[config.mk]
export PLATFORM = sky130hd
export DESIGN_NAME = ddc_fifo
export DESIGN_NICKNAME = d
export VERILOG_FILES = /design/src/sv/ddc_pkg.sv /design/src/sv/ddc_fifo.sv
export SDC_FILE = /design/constraint.sdc
export NUM_CORES = 1
export LEC_CHECK = 0
export BUFFER_PORTS_ARGS = -buffer_cell sky130_fd_sc_hd__buf_2
export CAP_MARGIN = 0
export CORE_MARGIN = 1
export CORE_UTILIZATION = 50
export CTS_CLUSTER_SIZE = 16
export DETAILED_ROUTE_END_ITERATION = 10
export PLACE_DENSITY = 0.86
export REMOVE_ABC_BUFFERS = 1
export SLEW_MARGIN = 5
export SYNTH_ARGS = -nofsm -noshare
export SYNTH_HDL_FRONTEND = slang
export SYNTH_SLANG_ARGS = --single-unit
[constraint.sdc]
create_clock -name clk -period 12.2 [get_ports clk]
set_input_delay 1.22 -clock clk [delete_from_list [all_inputs] [get_ports clk]]
set_output_delay 1.22 -clock clk [all_outputs]
set_load 0.01 [all_outputs]
[src/sv/ddc_pkg.sv]
// Package for the complex down-converter / FIR decimator.
// Holds state types, register indexes, status structs and helper functions.
// No dependencies.
`default_nettype none

package ddc_pkg;

  // pi in Q2.30 and 1.0 in Q2.30, used to build the oscillator table
  localparam longint unsigned PI_Q30  = 64'd3373259426;
  localparam longint unsigned ONE_Q30 = 64'd1073741824;

  // configuration register indexes
  typedef enum logic [1:0] {
    REG_PHASE_INC  = 2'd0,
    REG_DECIMATION = 2'd1,
    REG_TAP_COUNT  = 2'd2
  } cfg_reg_t;

  typedef enum logic [1:0] {
    F_IDLE,
    F_ROM,
    F_MUL,
    F_PUSH
  } front_state_t;

  typedef enum logic [2:0] {
    B_CLEAR,
    B_IDLE,
    B_MOD,
    B_MAC,
    B_DRAIN,
    B_FINISH
  } back_state_t;

  typedef struct packed {
    logic clearing;
  } back_status_t;

  typedef struct packed {
    logic full;
    logic empty;
  } fifo_status_t;

  // saturate to 16 bits; returns {clip, value}
  function automatic logic [16:0] sat16(input logic signed [63:0] v);
    logic [16:0] r;
    if (v > 64'sd32767) begin
      r = {1'b1, 16'h7fff};
    end else if (v < -64'sd32768) begin
      r = {1'b1, 16'h8000};
    end else begin
      r = {1'b0, v[15:0]};
    end
    return r;
  endfunction

  // one series step in Q2.30: term * x * x, the divisor is applied by the caller;
  // evaluated at elaboration only
  function automatic longint unsigned series_step(input longint unsigned t,
                                                  input longint unsigned x);
    longint unsigned r;
    r = (t * x) >> 30;
    r = (r * x) >> 30;
    return r;
  endfunction

  // Q2.30 series sum rounded half up to Q1.15 and clamped to [0, 32767]
  function automatic logic [14:0] q15_round(input longint sum);
    longint      q;
    logic [14:0] r;
    q = (sum + 64'sd16384) >>> 15;
    if (q < 0) begin
      q = 0;
    end
    if (q > 32767) begin
      q = 32767;
    end
    r = q[14:0];
    return r;
  endfunction

endpackage

`default_nettype wire

[src/sv/ddc_fifo.sv]
// Short word queue between the front (mixer) and the back (filter).
// Depends on ddc_pkg.
`default_nettype none

module ddc_fifo
  import ddc_pkg::*;
#(
  parameter int WIDTH = 84,
  parameter int DEPTH = 2
) (
  input  wire logic             clk,
  input  wire logic             rst,
  input  wire logic             push,
  input  wire logic [WIDTH-1:0] wdata,
  input  wire logic             pop,
  output logic      [WIDTH-1:0] rdata,
  output fifo_status_t          status
);
  localparam int PW = (DEPTH > 1) ? $clog2(DEPTH) : 1;
  localparam int CW = $clog2(DEPTH + 1);

  logic [WIDTH-1:0] mem [DEPTH];
  logic [PW-1:0]    wp;
  logic [PW-1:0]    rp;
  logic [CW-1:0]    count;

  assign status.full  = (count == CW'(DEPTH));
  assign status.empty = (count == '0);
  assign rdata        = mem[rp];

  // pointers and fill level
  always_ff @(posedge clk) begin
    if (rst) begin
      wp    <= '0;
      rp    <= '0;
      count <= '0;
    end else begin
      if (push) begin
        wp <= (wp == PW'(DEPTH - 1)) ? '0 : wp + 1'b1;
      end
      if (pop) begin
        rp <= (rp == PW'(DEPTH - 1)) ? '0 : rp + 1'b1;
      end
      if (push && !pop) begin
        count <= count + 1'b1;
      end else if (pop && !push) begin
        count <= count - 1'b1;
      end
    end
  end

  // storage
  always_ff @(posedge clk) begin
    if (push) begin
      mem[wp] <= wdata;
    end
  end

endmodule

`default_nettype wire

# After elaboration in Yosys (flattened, before gate mapping)
# Memory sizes are Yosys's and may differ from the RTL's. A register that Yosys moved wholly into a read port is not among the register bits.
# Index checks and enable logic that the tools add are counted.
# op_classes
add_sub_neg,4
n_eq_ne,1
mux,8
n_reduce_logical,6
# op_table
operator,count
1-bit two-way mux,6
2-bit two-way mux,2
"1-bit adder, second input constant",2
"2-bit by 1-bit adder with 2-bit output, second input constant",1
"2-bit equality test, second input constant",1
1-bit logical AND,2
1-bit logical NOT,2
2-bit logical NOT,1
2-bit nonzero test,1
"2-bit by 1-bit subtractor with 2-bit output, second input constant",1
# word_totals
reg_bits,4
mem_bits_rw,168
output_inout_bits,86
n_memories,1
# mem_list
name,words,width,read_ports,rd_ports_with_merged_regs,wr,line_no,text
mem,2,84,1,1,1,ddc_fifo.sv:22,logic [WIDTH-1:0] mem [DEPTH];

# Longest topological paths before layout
# logic_depth
depth_word,4
mapped_depth,5

# Worst setup path after synthesis
# OpenSTA, ideal clock, no wires.
# synth_path
path_type,input -> register
start,input push
end,memory mem[0][0] (enable)
setup_ps,537
t_arrival_ps,4889
path_slack_ps,6774
path_stages,1
path_buffers,0
path_cell_list,nor2b_1
# synth_via
elab_chain_cells,2
# synth_rtl
element,line_no,text
from (decl),ddc_fifo.sv:13,"input wire logic push,"
1-bit two-way mux,ddc_fifo.sv:54,if (push) begin
1-bit two-way mux (not written as such),ddc_fifo.sv:55,mem[wp] <= wdata;
to (decl),ddc_fifo.sv:22,
# No other way between the ends.

==> impl_metrics.csv <==
group,metric,value,unit
yosys,netlist.area_leader.share,80.2,%
floorplan,io_pins,174,
clock_network,clock_latency,410,ps
critical_path,path_class,"reg -> out",
power,combinationalPowerShare,9.3,%
yosys,synth_cell_types,16,
yosys,synth_seq_cells,173,
yosys,synthCells,283,
final_layout,synthToLayoutAreaGrowth,25.6,%
floorplan,fp.dieArea,13000,sq um
yosys,synth_async_sr_flop_share,0,%
clock_network,clockBufferDepth,2,
detailed_routing,drc,0,
grt,overflow,0,
detailed_routing,drt_iter0_drc,136,
detailed_routing,drt_wl_total,10600,um
timing,rsz0062_at_grt,"false",
final_layout,final.fill_count,862,
placement,dp_hpwl,6700,um
clock_network,clk_pin_slew,60,ps
clock_network,numClockSinks,173,
detailed_routing,drt-wirelength-per-cell,16.4,um
clock_network,postCtsSetupRepairBufs,0,
grt,grt_pass1_vias,3207,
timing,fin_worst_skew,4.90,ps
grt,grt_usage,16.4,%
yosys,yosys.area_share.simple,0.736,%
clock_network,htree_num_levels,4,
worst_hold_path,hp-class,"reg -> reg",
yosys,synth_edf_count,168,
detailed_routing,vias_per_cell,4.91,
floorplan,core_area,12100,sq um
power,leakagePower,2.97,nW
yosys,ys_warn_count,0,
final_layout,drive_gt1_share,60.2,%
timing,worst_pin_slew,1160,ps
timing,slew_headroom,22.5,%
power,power.switching,0.283,mW
final_layout,antennaDiodeCount,0,
timing,slew_viol_final,0,
clock_network,cts-root-buf,"clkbuf_16",
timing,finalCriticalPeriod,3330,ps
yosys,synth_compound_area_share,0.159,%
yosys,yosys-top-cells-count,"edfxtp_1, mux2_2, buf_6",
floorplan,die_w,114,um
critical_path,rr_worst_depth,2,
run_status,run_status,"finished clean",
floorplan,initial_core_util,51.9,%
yosys,syn_area_per_cell,22.2,sq um
clock_network,cts-resized-gates,0,
placement,io_buffer_count,173,
yosys,synth_xor_area_share,0.557,%
power,power.density,175,nW/um^2
power,p_sw_share,20.5,%
floorplan,core.rowCount,40,
floorplan,dieHeight,114,um
timing,setup_viol,0,
yosys,synth_top_family_by_area,"multiplexers",
yosys,yosysTopAreaCell,"edfxtp_1",
detailed_routing,ant_nets,0,
power,clkPwrFrac,39.0,%
clock_network,cts-buffers-inserted,17,
yosys,synth.area.top_cells,"edfxtp_1, mux2_2, dfxtp_1, buf_6, nor2_1",
critical_path,cp_max_fo,84,
power,seqPwrFrac,51.7,%
timing,hold_viol,0,
yosys,synth.most_common_cell,"edfxtp_1",
detailed_routing,routed-via-count,3182,
yosys,ys.flop_type,"edfxtp_1",
detailed_routing,firstDrtPassIters,4,
timing,fin_setup_tns,0,ps
power,peakVddDrop,0.000131,V
placement,place_congestion,0.660,
power,p_int,1.10,mW
timing,fmax,300,MHz
grt,antenna_found_initial,0,
yosys,synthMuxAreaShare,15.0,%
power,p_total,1.38,mW
critical_path,required,10980,ps
critical_path,start_kind,"flop",
clock_network,cts_tree,"yes",
grt,grt_max_degree,85,
timing,period_share,27.3,%
critical_path,cp-end-kind,"output pin",
yosys,synth_seq_area_share,81.8,%
critical_path,cp.arrival,2110,ps
run,drv_cap,0,
grt,grt_pass1_wl,15500,um
yosys,netlist_area,6290,sq um
yosys,synth-adder-area-share,0.199,%
final_layout,fin_nets,556,
worst_hold_path,hold_depth,2,
clock_network,cts-hold-fix-buffers,0,
[final timing paths]
kind | start | end | slack, ps
worst max-delay path | flop | rdata[45] | 8870
worst min-delay path | count[1] | count[1] | 510
worst max register to register | wp | mem[0][61] | 9990
worst min register to register | count[1] | count[1] | 510
[state kept, by name (all words and copies together), names as in the netlist, named ones only]
signal / count
count: 2
mem: 168
wp: 1
rp: 1
[power by group through the flow]
stage | Clock (mW) | Combinational [mW] | Sequential, mW
6_report | 0.538 | 0.128 | 0.713
5_1_grt | 0.566 | 0.138 | 0.717
4_1_cts | 0.546 | 0.130 | 0.714
3_5_place_dp | 0 | 0.129 | 0.726
3_3_place_gp | 0 | 0.126 | 0.723
2_1_floorplan | 0 | 0.0732 | 0.722
[through the flow]
stage          hold slack (ps)  instances  setup slack (ps)  area, sq um  utilization [%]
2_1_floorplan              461        274              6770         6200                -
3_3_place_gp               484        616              8990         7300             60.2
3_5_place_dp               510        616              8910         7300             60.2
4_1_cts                    521        648              8800         7890             65.2
5_1_grt                    554        648              8720         7890             65.2
6_report                   514        648              8870         7890             65.2
[worst max-delay path: stages, from the launching register on]
cell	delay [ps]
dfxtp_4	1060
mux2_2	440
buf_2	150
[layer usage]
metal	vias to the layer above	wire [um]	track usage [%]
met5	-	0	0
met4	0	228	8.74
met3	20	686	5.29
met2	120	5520	27.9
met1	1559	4180	18.6
li1	1483	-	-
[final cells by class]
| class | count | area (sq um) | share of cell area (%) |
|---|---|---|---|
| Sequential cell | 173 | 5150 | 65.2 |
| Multi-Input combinational cell | 100 | 1060 | 13.4 |
| Timing Repair Buffer | 174 | 873 | 11.1 |
| Clock buffer | 25 | 485 | 6.15 |
| Tap cell | 168 | 210 | 2.66 |
| Clock inverter | 7 | 113 | 1.43 |
| Inverter | 1 | 3.75 | 0.0476 |
[placed cells by master (no fill, tap or decap)]
cell,synthesis,final
and2_4,0,1
bufinv_16,0,3
xor2_1,2,2
a21oi_1,1,1
clkbuf_1,0,5
buf_2,2,173
buf_4,0,1
clkbuf_16,0,17
or3_1,1,1
clkinvlp_4,0,1
dfxtp_1,5,4
dfxtp_4,0,1
nor2_1,5,5
clkinv_2,0,3
and2b_2,1,1
xnor2_1,2,2
inv_1,1,1
o21ai_0,1,1
mux2_2,84,84
clkbuf_8,0,3
nor2b_4,0,1
ha_1,1,1
edfxtp_1,168,168
[kinds of logic after synthesis]
kind of cell | count (synthesis)
buffers and inverters | 10
xor gates and xnor gates | 4
adders and majority gates | 1
and+or+nand+nor | 9
muxes | 84
DFF | 173
AOI/OAI and AO/OA | 2
Power figures use the tool's default switching activity.
