### src/sv/ddc_pkg.sv
// Package for the complex down-converter / FIR decimator.
// Holds state types, register indexes, status structs and helper functions.
// No dependencies.
`default_nettype none

package ddc_pkg;

  // pi in Q2.30 and 1.0 in Q2.30, used to build the oscillator table
  localparam longint unsigned PI_Q30  = 64'd3373259426;
  localparam longint unsigned ONE_Q30 = 64'd1073741824;

  // configuration register indexes
  typedef enum logic [1:0] {
    REG_PHASE_INC  = 2'd0,
    REG_DECIMATION = 2'd1,
    REG_TAP_COUNT  = 2'd2
  } cfg_reg_t;

  typedef enum logic [1:0] {
    F_IDLE,
    F_ROM,
    F_MUL,
    F_PUSH
  } front_state_t;

  typedef enum logic [2:0] {
    B_CLEAR,
    B_IDLE,
    B_MOD,
    B_MAC,
    B_DRAIN,
    B_FINISH
  } back_state_t;

  typedef struct packed {
    logic clearing;
  } back_status_t;

  typedef struct packed {
    logic full;
    logic empty;
  } fifo_status_t;

  // saturate to 16 bits; returns {clip, value}
  function automatic logic [16:0] sat16(input logic signed [63:0] v);
    logic [16:0] r;
    if (v > 64'sd32767) begin
      r = {1'b1, 16'h7fff};
    end else if (v < -64'sd32768) begin
      r = {1'b1, 16'h8000};
    end else begin
      r = {1'b0, v[15:0]};
    end
    return r;
  endfunction

  // one series step in Q2.30: term * x * x, the divisor is applied by the caller;
  // evaluated at elaboration only
  function automatic longint unsigned series_step(input longint unsigned t,
                                                  input longint unsigned x);
    longint unsigned r;
    r = (t * x) >> 30;
    r = (r * x) >> 30;
    return r;
  endfunction

  // Q2.30 series sum rounded half up to Q1.15 and clamped to [0, 32767]
  function automatic logic [14:0] q15_round(input longint sum);
    longint      q;
    logic [14:0] r;
    q = (sum + 64'sd16384) >>> 15;
    if (q < 0) begin
      q = 0;
    end
    if (q > 32767) begin
      q = 32767;
    end
    r = q[14:0];
    return r;
  endfunction

endpackage

`default_nettype wire

### src/sv/ddc_if.sv
// Channel interfaces: sample/coefficient input, result output, config writes.
// Depends on nothing.
`default_nettype none

interface ddc_in_if #(parameter int COEF_BITS = 18);
  logic                        valid;
  logic                        ready;
  logic                        req_type;
  logic signed [15:0]          sample;
  logic [8:0]                  tap_index;
  logic signed [COEF_BITS-1:0] coef_real;
  logic signed [COEF_BITS-1:0] coef_imag;
  modport source(output valid, req_type, sample, tap_index, coef_real, coef_imag,
                 input ready);
  modport sink(input valid, req_type, sample, tap_index, coef_real, coef_imag,
               output ready);
endinterface


`default_nettype wire

### src/sv/ddc_front.sv
// Front end: accepts words, runs the oscillator and mixer, queues results.
// Depends on ddc_pkg, ddc_if.
`default_nettype none

module ddc_front
  import ddc_pkg::*;
#(
  parameter int PHASE_BITS       = 32,
  parameter int SINE_TABLE_DEPTH = 1024,
  parameter int COEF_BITS        = 18,
  parameter int WORD_W           = 1 + 9 + 2 * 18 + 32
) (
  input  wire logic              clk,
  input  wire logic              rst,
  ddc_in_if.sink                 din,
  input  wire logic [31:0]       phase_inc,
  input  wire back_status_t      bstat,
  input  wire fifo_status_t      fstat,
  output logic                   push,
  output logic      [WORD_W-1:0] word
);
  localparam int AW      = $clog2(SINE_TABLE_DEPTH);
  localparam int QUARTER = SINE_TABLE_DEPTH / 4;
  localparam int QW      = AW - 2;

  front_state_t state, state_next;

  logic [PHASE_BITS-1:0]       phase;
  logic                        is_coef;
  logic signed [15:0]          x;
  logic [8:0]                  tidx;
  logic signed [COEF_BITS-1:0] cre;
  logic signed [COEF_BITS-1:0] cim;
  logic [1:0]                  quad;
  logic [QW-1:0]               raddr;
  logic [14:0]                 s_q;
  logic [14:0]                 c_q;
  logic signed [16:0]          cos_v;
  logic signed [16:0]          sin_v;
  logic signed [32:0]          prod_c;
  logic signed [32:0]          prod_s;
  logic signed [33:0]          rc;
  logic signed [33:0]          rs;
  logic [16:0]                 re_sat;
  logic [16:0]                 im_sat;
  logic                        accept;

  // quarter-wave oscillator table, ten-term series built at elaboration
  logic [14:0] sin_rom [QUARTER];
  logic [14:0] cos_rom [QUARTER];
  for (genvar gi = 0; gi < QUARTER; gi++) begin : g_rom
    localparam longint unsigned XA = PI_Q30 * 64'd2 * 64'(gi) / 64'(SINE_TABLE_DEPTH);
    // sine terms, divisors (k+1)(k+2) for k = 1, 3, ..., 17
    localparam longint unsigned S1 = series_step(XA, XA) / 64'd6;
    localparam longint unsigned S2 = series_step(S1, XA) / 64'd20;
    localparam longint unsigned S3 = series_step(S2, XA) / 64'd42;
    localparam longint unsigned S4 = series_step(S3, XA) / 64'd72;
    localparam longint unsigned S5 = series_step(S4, XA) / 64'd110;
    localparam longint unsigned S6 = series_step(S5, XA) / 64'd156;
    localparam longint unsigned S7 = series_step(S6, XA) / 64'd210;
    localparam longint unsigned S8 = series_step(S7, XA) / 64'd272;
    localparam longint unsigned S9 = series_step(S8, XA) / 64'd342;
    // cosine terms, divisors (k+1)(k+2) for k = 0, 2, ..., 16
    localparam longint unsigned C1 = series_step(ONE_Q30, XA) / 64'd2;
    localparam longint unsigned C2 = series_step(C1, XA) / 64'd12;
    localparam longint unsigned C3 = series_step(C2, XA) / 64'd30;
    localparam longint unsigned C4 = series_step(C3, XA) / 64'd56;
    localparam longint unsigned C5 = series_step(C4, XA) / 64'd90;
    localparam longint unsigned C6 = series_step(C5, XA) / 64'd132;
    localparam longint unsigned C7 = series_step(C6, XA) / 64'd182;
    localparam longint unsigned C8 = series_step(C7, XA) / 64'd240;
    localparam longint unsigned C9 = series_step(C8, XA) / 64'd306;
    localparam longint SSUM = longint'(XA) - longint'(S1) + longint'(S2)
      - longint'(S3) + longint'(S4) - longint'(S5) + longint'(S6)
      - longint'(S7) + longint'(S8) - longint'(S9);
    localparam longint CSUM = longint'(ONE_Q30) - longint'(C1) + longint'(C2)
      - longint'(C3) + longint'(C4) - longint'(C5) + longint'(C6)
      - longint'(C7) + longint'(C8) - longint'(C9);
    assign sin_rom[gi] = q15_round(SSUM);
    assign cos_rom[gi] = q15_round(CSUM);
  end

  assign accept = din.valid && din.ready;

  // control
  always_ff @(posedge clk) begin
    if (rst) begin
      state <= F_IDLE;
    end else begin
      state <= state_next;
    end
  end

  always_comb begin
    state_next = state;
    din.ready  = (state == F_IDLE) && !bstat.clearing;
    push       = 1'b0;
    case (state)
      F_IDLE: begin
        if (din.valid && !bstat.clearing) begin
          state_next = F_ROM;
        end
      end
      F_ROM:  state_next = F_MUL;
      F_MUL:  state_next = F_PUSH;
      F_PUSH: begin
        if (!fstat.full) begin
          push       = 1'b1;
          state_next = F_IDLE;
        end
      end
      default: state_next = F_IDLE;
    endcase
  end

  // phase accumulator advances on every sample word
  always_ff @(posedge clk) begin
    if (rst) begin
      phase <= '0;
    end else if (accept && !din.req_type) begin
      phase <= phase + phase_inc[PHASE_BITS-1:0];
    end
  end

  // capture word, table address from the phase before the step
  always_ff @(posedge clk) begin
    if (accept) begin
      is_coef <= din.req_type;
      x       <= din.sample;
      tidx    <= din.tap_index;
      cre     <= din.coef_real;
      cim     <= din.coef_imag;
      quad    <= phase[PHASE_BITS-1 -: 2];
      raddr   <= phase[PHASE_BITS-3 -: QW];
    end
  end

  // registered table read
  always_ff @(posedge clk) begin
    s_q <= sin_rom[raddr];
    c_q <= cos_rom[raddr];
  end

  // quadrant symmetry
  always_comb begin
    case (quad)
      2'd0: begin
        cos_v = 17'(c_q);
        sin_v = 17'(s_q);
      end
      2'd1: begin
        cos_v = -17'(s_q);
        sin_v = 17'(c_q);
      end
      2'd2: begin
        cos_v = -17'(c_q);
        sin_v = -17'(s_q);
      end
      default: begin
        cos_v = 17'(s_q);
        sin_v = -17'(c_q);
      end
    endcase
  end

  // mixer products
  always_ff @(posedge clk) begin
    prod_c <= x * cos_v;
    prod_s <= x * sin_v;
  end

  // round half up and saturate; the sine branch is negated
  always_comb begin
    rc     = 34'(prod_c) + 34'sd16384;
    rs     = -34'(prod_s) + 34'sd16384;
    re_sat = sat16(64'(rc >>> 15));
    im_sat = sat16(64'(rs >>> 15));
    word   = {is_coef, tidx, cre, cim, re_sat[15:0], im_sat[15:0]};
  end

endmodule

`default_nettype wire

### src/flat_wrapper.sv
// flat-port wrapper written by rule: the top's interface ports become plain ports
module ddc_front_flat import ddc_pkg::*;
#(
  parameter int PHASE_BITS       = 32,
  parameter int SINE_TABLE_DEPTH = 1024,
  parameter int COEF_BITS        = 18,
  parameter int WORD_W           = 1 + 9 + 2 * 18 + 32
)
  (clk, rst, phase_inc, bstat, fstat, push, word, din_valid, din_req_type, din_sample, din_tap_index, din_coef_real, din_coef_imag, din_ready);
  ddc_in_if #(.COEF_BITS(COEF_BITS)) din_i ();
  input  wire logic clk;
  input  wire logic rst;
  input  wire logic [31:0] phase_inc;
  input  wire back_status_t bstat;
  input  wire fifo_status_t fstat;
  output logic push;
  output logic      [WORD_W-1:0] word;
  input wire logic [$bits(din_i.valid)-1:0] din_valid;
  input wire logic [$bits(din_i.req_type)-1:0] din_req_type;
  input wire logic [$bits(din_i.sample)-1:0] din_sample;
  input wire logic [$bits(din_i.tap_index)-1:0] din_tap_index;
  input wire logic [$bits(din_i.coef_real)-1:0] din_coef_real;
  input wire logic [$bits(din_i.coef_imag)-1:0] din_coef_imag;
  output wire logic [$bits(din_i.ready)-1:0] din_ready;
  assign din_i.valid = din_valid;
  assign din_i.req_type = din_req_type;
  assign din_i.sample = din_sample;
  assign din_i.tap_index = din_tap_index;
  assign din_i.coef_real = din_coef_real;
  assign din_i.coef_imag = din_coef_imag;
  assign din_ready = din_i.ready;
  ddc_front #(.PHASE_BITS(PHASE_BITS), .SINE_TABLE_DEPTH(SINE_TABLE_DEPTH), .COEF_BITS(COEF_BITS), .WORD_W(WORD_W)) u_core (.clk(clk), .rst(rst), .din(din_i), .phase_inc(phase_inc), .bstat(bstat), .fstat(fstat), .push(push), .word(word));
endmodule
### config.mk
export PLATFORM = sky130hd
export DESIGN_NAME = ddc_front_flat
export DESIGN_NICKNAME = d
export VERILOG_FILES = /design/src/sv/ddc_pkg.sv /design/src/sv/ddc_if.sv /design/src/sv/ddc_front.sv /design/src/flat_wrapper.sv
export SDC_FILE = /design/constraint.sdc
export NUM_CORES = 2
export LEC_CHECK = 0
export ABC_AREA = 1
export BUFFER_PORTS_ARGS = -buffer_cell sky130_fd_sc_hd__buf_2
export CORE_MARGIN = 2
export CORE_UTILIZATION = 47
export CTS_CLUSTER_SIZE = 12
export DETAILED_ROUTE_END_ITERATION = 10
export PLACE_DENSITY = 0.66
export SYNTH_ARGS = -nofsm -noshare
export SYNTH_HDL_FRONTEND = slang
export SYNTH_SLANG_ARGS = --single-unit
### constraint.sdc
create_clock -name clk -period 6.35 [get_ports clk]
set_input_delay 1.27 -clock clk [delete_from_list [all_inputs] [get_ports clk]]
set_output_delay 1.27 -clock clk [all_outputs]
set_load 0.01 [all_outputs]
## Word level (Yosys, flattened, before mapping)

Memories as Yosys holds them, arrays and structs flattened. A register that Yosys moved wholly into a read port is not among the register bits.
Cells that the tools add are included.

| cells by class | value |
|---|---|
| add/sub/neg operators | 6 |
| multipliers | 2 |
| $lt $le $gt $ge | 4 |
| equality and inequality tests | 7 |
| mux-type cells | 11 |
| bitwise logic cells | 1 |
| reduce and logical (&&, ||, !) cells | 9 |

Operators by type and width:

| operator | count |
|---|---|
| 17-bit one-hot mux with 3 select lines | 2 |
| 16-bit by 17-bit multiplier with 33-bit output | 2 |
| 16-bit 2-to-1 mux | 4 |
| 19-bit by 16-bit > comparator with 1-bit output, second input constant | 2 |
| 19-bit by 16-bit < comparator with 1-bit output, second input constant | 2 |
| 33-bit by 16-bit adder with 34-bit output, second input constant | 1 |
| 34-bit by 16-bit adder with 34-bit output, second input constant | 1 |
| 15-bit negator with 17-bit output | 2 |
| 33-bit negator with 34-bit output | 1 |
| 32-bit adder | 1 |
| 8-bit inverter with 9-bit output | 1 |
| 2-bit one-hot mux with 4 select lines | 1 |
| 2-bit == test, second input constant | 3 |
| 2-bit by 1-bit == test with 1-bit output, second input constant | 2 |
| 1-bit logical AND | 4 |
| 2-bit zero test | 2 |
| 2-bit 2-to-1 mux | 2 |
| 2-bit != test, second input constant | 2 |
| 1-bit zero test | 2 |
| 1-bit 2-to-1 mux | 2 |
| 2-bit AND reduction | 1 |

| storage, ports and cells | value |
|---|---|
| flip-flop bits (word level) | 172 |
| ROM bits | 7680 |
| output and inout port bits | 80 |
| word-level logic and storage cells | 53 |
| memories | 2 |

Memory list:

| name | depth | width | rd ports | clocked after Yosys merged registers in | write ports | line | RTL |
|---|---|---|---|---|---|---|---|
| (name not given) | 256 | 15 | 1 | 1 | 0 | ddc_front.sv:141 | `c_q <= cos_rom[raddr];` |
| (name not given) | 256 | 15 | 1 | 1 | 0 | ddc_front.sv:140 | `s_q <= sin_rom[raddr];` |

## Logic depth before layout (Yosys ltp)

| logic depth | value |
|---|---|
| word-level depth | 5 |
| mapped depth | 37 |

## Worst setup path after synthesis

No wires, ideal clock.

| timing path | value |
|---|---|
| path type | register -> register |
| from | reg u_core.c_q[0] |
| to | reg u_core.prod_c[31] |
| data arrival time | 6.722 ns |
| required time | 6.238 ns |
| setup slack | -0.484 ns |
| stages on the path, launching flop included | 32 |
| path buffers | 0 |
| clock period less this slack | 6.834 ns |
| path through | dfxtp_1 > clkinv_1 > ha_1 > nand3_1 > nor2_1 > and3_1 > nor2_1 > inv_1 > nand2_1 > inv_2 > nor2_1 > inv_1 > fa_1 > inv_1 > fa_1 > inv_1 > fa_1 > fa_1 > inv_1 > fa_1 > inv_1 > fa_1 > inv_1 > ha_1 > a21oi_1 > inv_1 > a21oi_1 > nor2_1 > a2111oi_0 > nand2_1 > nand2_1 > nand2_1 |

| between the ends | value |
|---|---|
| longest elaborated chain between the ends | 3 |

RTL lines:

| element | line | RTL |
|---|---|---|
| start, declared | ddc_front.sv:37 | `logic [14:0] c_q;` |
| 15-bit negator with 17-bit output | ddc_front.sv:156 | `cos_v = -17'(c_q);` |
| 17-bit one-hot mux with 3 select lines * | ddc_front.sv:146 | `case (quad)` |
| 16-bit by 17-bit multiplier with 33-bit output * | ddc_front.sv:168 | `prod_c <= x * cos_v;` |
| end signal, assigned | ddc_front.sv:168 |  |
| end, declared | ddc_front.sv:40 | `logic signed [32:0] prod_c;` |

Mark *: on every way between the ends. The rest lies on a longest branch, timed or not.
A chain may end at the register's enable or synchronous reset.

## Worst setup path in the final report

| timing path | value |
|---|---|
| from | reg u_core.s_q[0] |
| to | reg u_core.prod_s[20] |

| between the ends | value |
|---|---|
| longest elaborated chain between the ends | 3 |

RTL lines:

| element | line | RTL |
|---|---|---|
| start, declared | ddc_front.sv:36 | `logic [14:0] s_q;` |
| 15-bit negator with 17-bit output | ddc_front.sv:157 | `sin_v = -17'(s_q);` |
| 17-bit one-hot mux with 3 select lines * | ddc_front.sv:146 |  |
| 16-bit by 17-bit multiplier with 33-bit output * | ddc_front.sv:169 | `prod_s <= x * sin_v;` |
| end signal, assigned | ddc_front.sv:169 |  |
| end, declared | ddc_front.sv:41 | `logic signed [32:0] prod_s;` |

Marks and branches as above.

==> summary.txt <==
outcome = finished, violations left
failing checks = setup timing
filler instances = 7253
pin count of the biggest net entering global routing = 55
CTS max path bufs = 2
Synth Area in XOR/XNOR = 0.0247
Synth Area in Compound Gates = 0.113
Synth Area in Adders = 0.376
placed insts = 6626
TritonCTS buffer count = 17
die height = 284 um
most frequent standard cell in the layout excluding fill and tap cells = inv_1
most frequent CP cell = fa_1
WL/cell = 22.3 um
Initial DRT Pass Iterations = 6
Synth Flop Type = dfxtp_1
worst setup margin = -0.251 ns
Area growth syn-to-layout = 23.1%
global-route wire length before repair = 228000 um
fraction of layout cells with a size suffix above 1 = 0.221
FP Rows = 102
via count = 37700
ANT nets after route = 0
drc violations = 0
Crit Path Category = flop to flop
commonest non-fill, non-tap cells in the layout = inv_1 (975), nand2_1 (930), nor2_1 (545)
RSZ-0062 raised after global routing = yes
Clock Latency Late Sink = 0.53 ns
Yosys cell types = 69
routed vias/inst = 5.59
final-report hold violation count = 0
Peak Freq = 0.151 GHz
top cell type's share of synthesized area = 0.300
root buffer cell = clkbuf_16
Finished Layout Cells = 6741
Synth Warn # = 0
Worst setup EP type = flop
Post-Synthesis Cells = 5080
Yosys top cell by area = fa_1
H-tree depth = 4
Worst Skew = 0.0175 ns
mux cell area share after synthesis = 0
# setup viols final = 35
worst-path maximum fanout = 6
Die Area = 0.0806 mm2
routed wl met2 = 68000 um
Max Cap Viol = 0
Synth Register Bits = 188
Post-synth EDFFs = 72
Synth Area in Simple Gates = 0.236
final core occ = 0.585
top layer in use = met5
global route total overflow = 0
worst relative slew slack = 0.0963
hold slack = 0.467 ns
Ports = 180
Worst Hold Class = flop to flop
clock transition at the registers of the reported paths = 0.08 ns
largest family of logic cells by synthesized area = adder cells
crit share post-route = 1.04
initial DRC count = 3854
Netlist Area Pre-Place = 0.0368 mm2
arrival time worst endpoint = 7.03 ns
FFs w/ async S/R, synth = 0
placed inst area = 0.0421 mm2
required time of the critical path = 6.78 ns
Worst-Margin Slew = 1.34 ns
met1 wire length = 58900 um
Core ar. = 0.0775 mm2
Setup crit start kind = flop
hpwl dp = 117000 um
fin nets = 6559
synth top area cells = fa_1 (30%), inv_1 (10%), nand2_1 (10%)
WL final = 150000 um
Avg Cell Area, Syn = 7.25 um2
Initial Util = 0.475
sequential area share after synthesis = 0.122
Die W = 284 um
PortBufs = 178
GRT Util Overall = 0.374
CTS Hold Buffers Added = 0
CP max stage delay = 0.54 ns
Placer Congestion = 1.10
post-synthesis net count = 5955
initial antenna violation count = 5
clock sink count = 188
Met3 Routed Length = 12800 um
vias in the first global route = 38000
TritonCTS clock tree = built
crit path time final = 6.60 ns
max-slew violation count = 0
fin area = 0.0453 mm2
Crit-path slowest cell = fa_1
-- cell type report --
type / count / area (um2) / share of cell area
Multi-Input combinational cell: 3667 / 29400 / 0.650
Timing Repair Buffer: 755 / 5480 / 0.121
Sequential cell: 188 / 4500 / 0.0992
Inverter: 1055 / 4010 / 0.0885
Tap cell: 1040 / 1300 / 0.0287
Clock buffer: 17 / 425 / 0.00939
Clock inverter: 15 / 144 / 0.00318
Antenna cell: 4 / 10.0 / 0.000221
-- final timing paths --
kind | cells past startpoint | start | endpoint | slack (ns)
setup / recovery | 32 | u_core.s_q[0] | u_core.prod_s[20] | -0.25
hold / removal | 0 | u_core.phase[25] | u_core.raddr[3] | 0.47
setup reg to reg | 32 | u_core.s_q[0] | u_core.prod_s[20] | -0.25
hold reg to reg | 0 | u_core.phase[25] | u_core.raddr[3] | 0.47
-- worst max-delay path: cells and delay by family (launching register included) --
family,cells,cell delay [ns]
adder cells (fa/ha/maj),7,3.29
AND/OR/NAND/NOR,13,1.60
buffers and inverters,9,0.78
flip-flops,1,0.38
AO/OA/AOI/OAI,2,0.21
XOR/XNOR,1,0.19
-- through the flow --
stage	TNS [ns]	setup WS, ns
after detailed placement	-15.82	-0.588
after floorplan	0	0.0183
after global routing	-13.56	-0.482
final	-4.35	-0.251
after CTS	-3.92	-0.202
after global placement	-14.31	-0.536
-- flip-flops by register name, summed over array words and instances, names as in the netlist --
signal,flops
u_core.c_q,15
u_core.cim,18
u_core.cre,18
u_core.is_coef,1
u_core.phase,32
u_core.prod_c,19
u_core.prod_s,33
u_core.quad,2
u_core.raddr,8
u_core.s_q,15
u_core.state,2
u_core.tidx,9
u_core.x,16
-- cells in the mapped netlist (38+ instances only) --
| library cell | n |
|---|---|
| nor2_1 | 606 |
| fa_1 | 552 |
| o21ai_0 | 259 |
| nand3_1 | 252 |
| nand4_1 | 38 |
| ha_1 | 223 |
| inv_1 | 1018 |
| edfxtp_1 | 72 |
| dfxtp_1 | 116 |
| buf_2 | 47 |
| nand2_2 | 40 |
| o211ai_1 | 39 |
| a21oi_1 | 231 |
| xor2_1 | 80 |
| nand2_1 | 1004 |
| nor3_1 | 55 |
| clkbuf_1 | 92 |
-- metal layers --
metal	up-vias	global-route usage
li1	17000	-
met1	18300	0.473
met2	1860	0.593
met3	508	0.0752
met4	2	0.223
met5	-	0
-- kinds of logic (layout without fill, tap and decap cells) --
| family | Yosys count | count (layout) |
|---|---|---|
| DFF | 188 | 188 |
| and+or+nand+nor | 2069 | 2070 |
| adders and majority gates | 775 | 775 |
| buffers and inverters | 1226 | 1842 |
| other | 0 | 4 |
| xor gates and xnor gates | 104 | 104 |
| AOI/OAI and AO/OA | 718 | 718 |
-- timing repair --
| action | 4_1_cts | 5_1_grt |
|---|---|---|
| pin swaps | 178 | 126 |
| gates resized for setup | 352 | 156 |
| gates cloned | 2 | 0 |
| setup buffers | 48 | 31 |
| setup endpoints to repair | 40 | 42 |
Power is not shown: default switching activity piles up to over one toggle a cycle in this logic, so the estimate is an artifact.
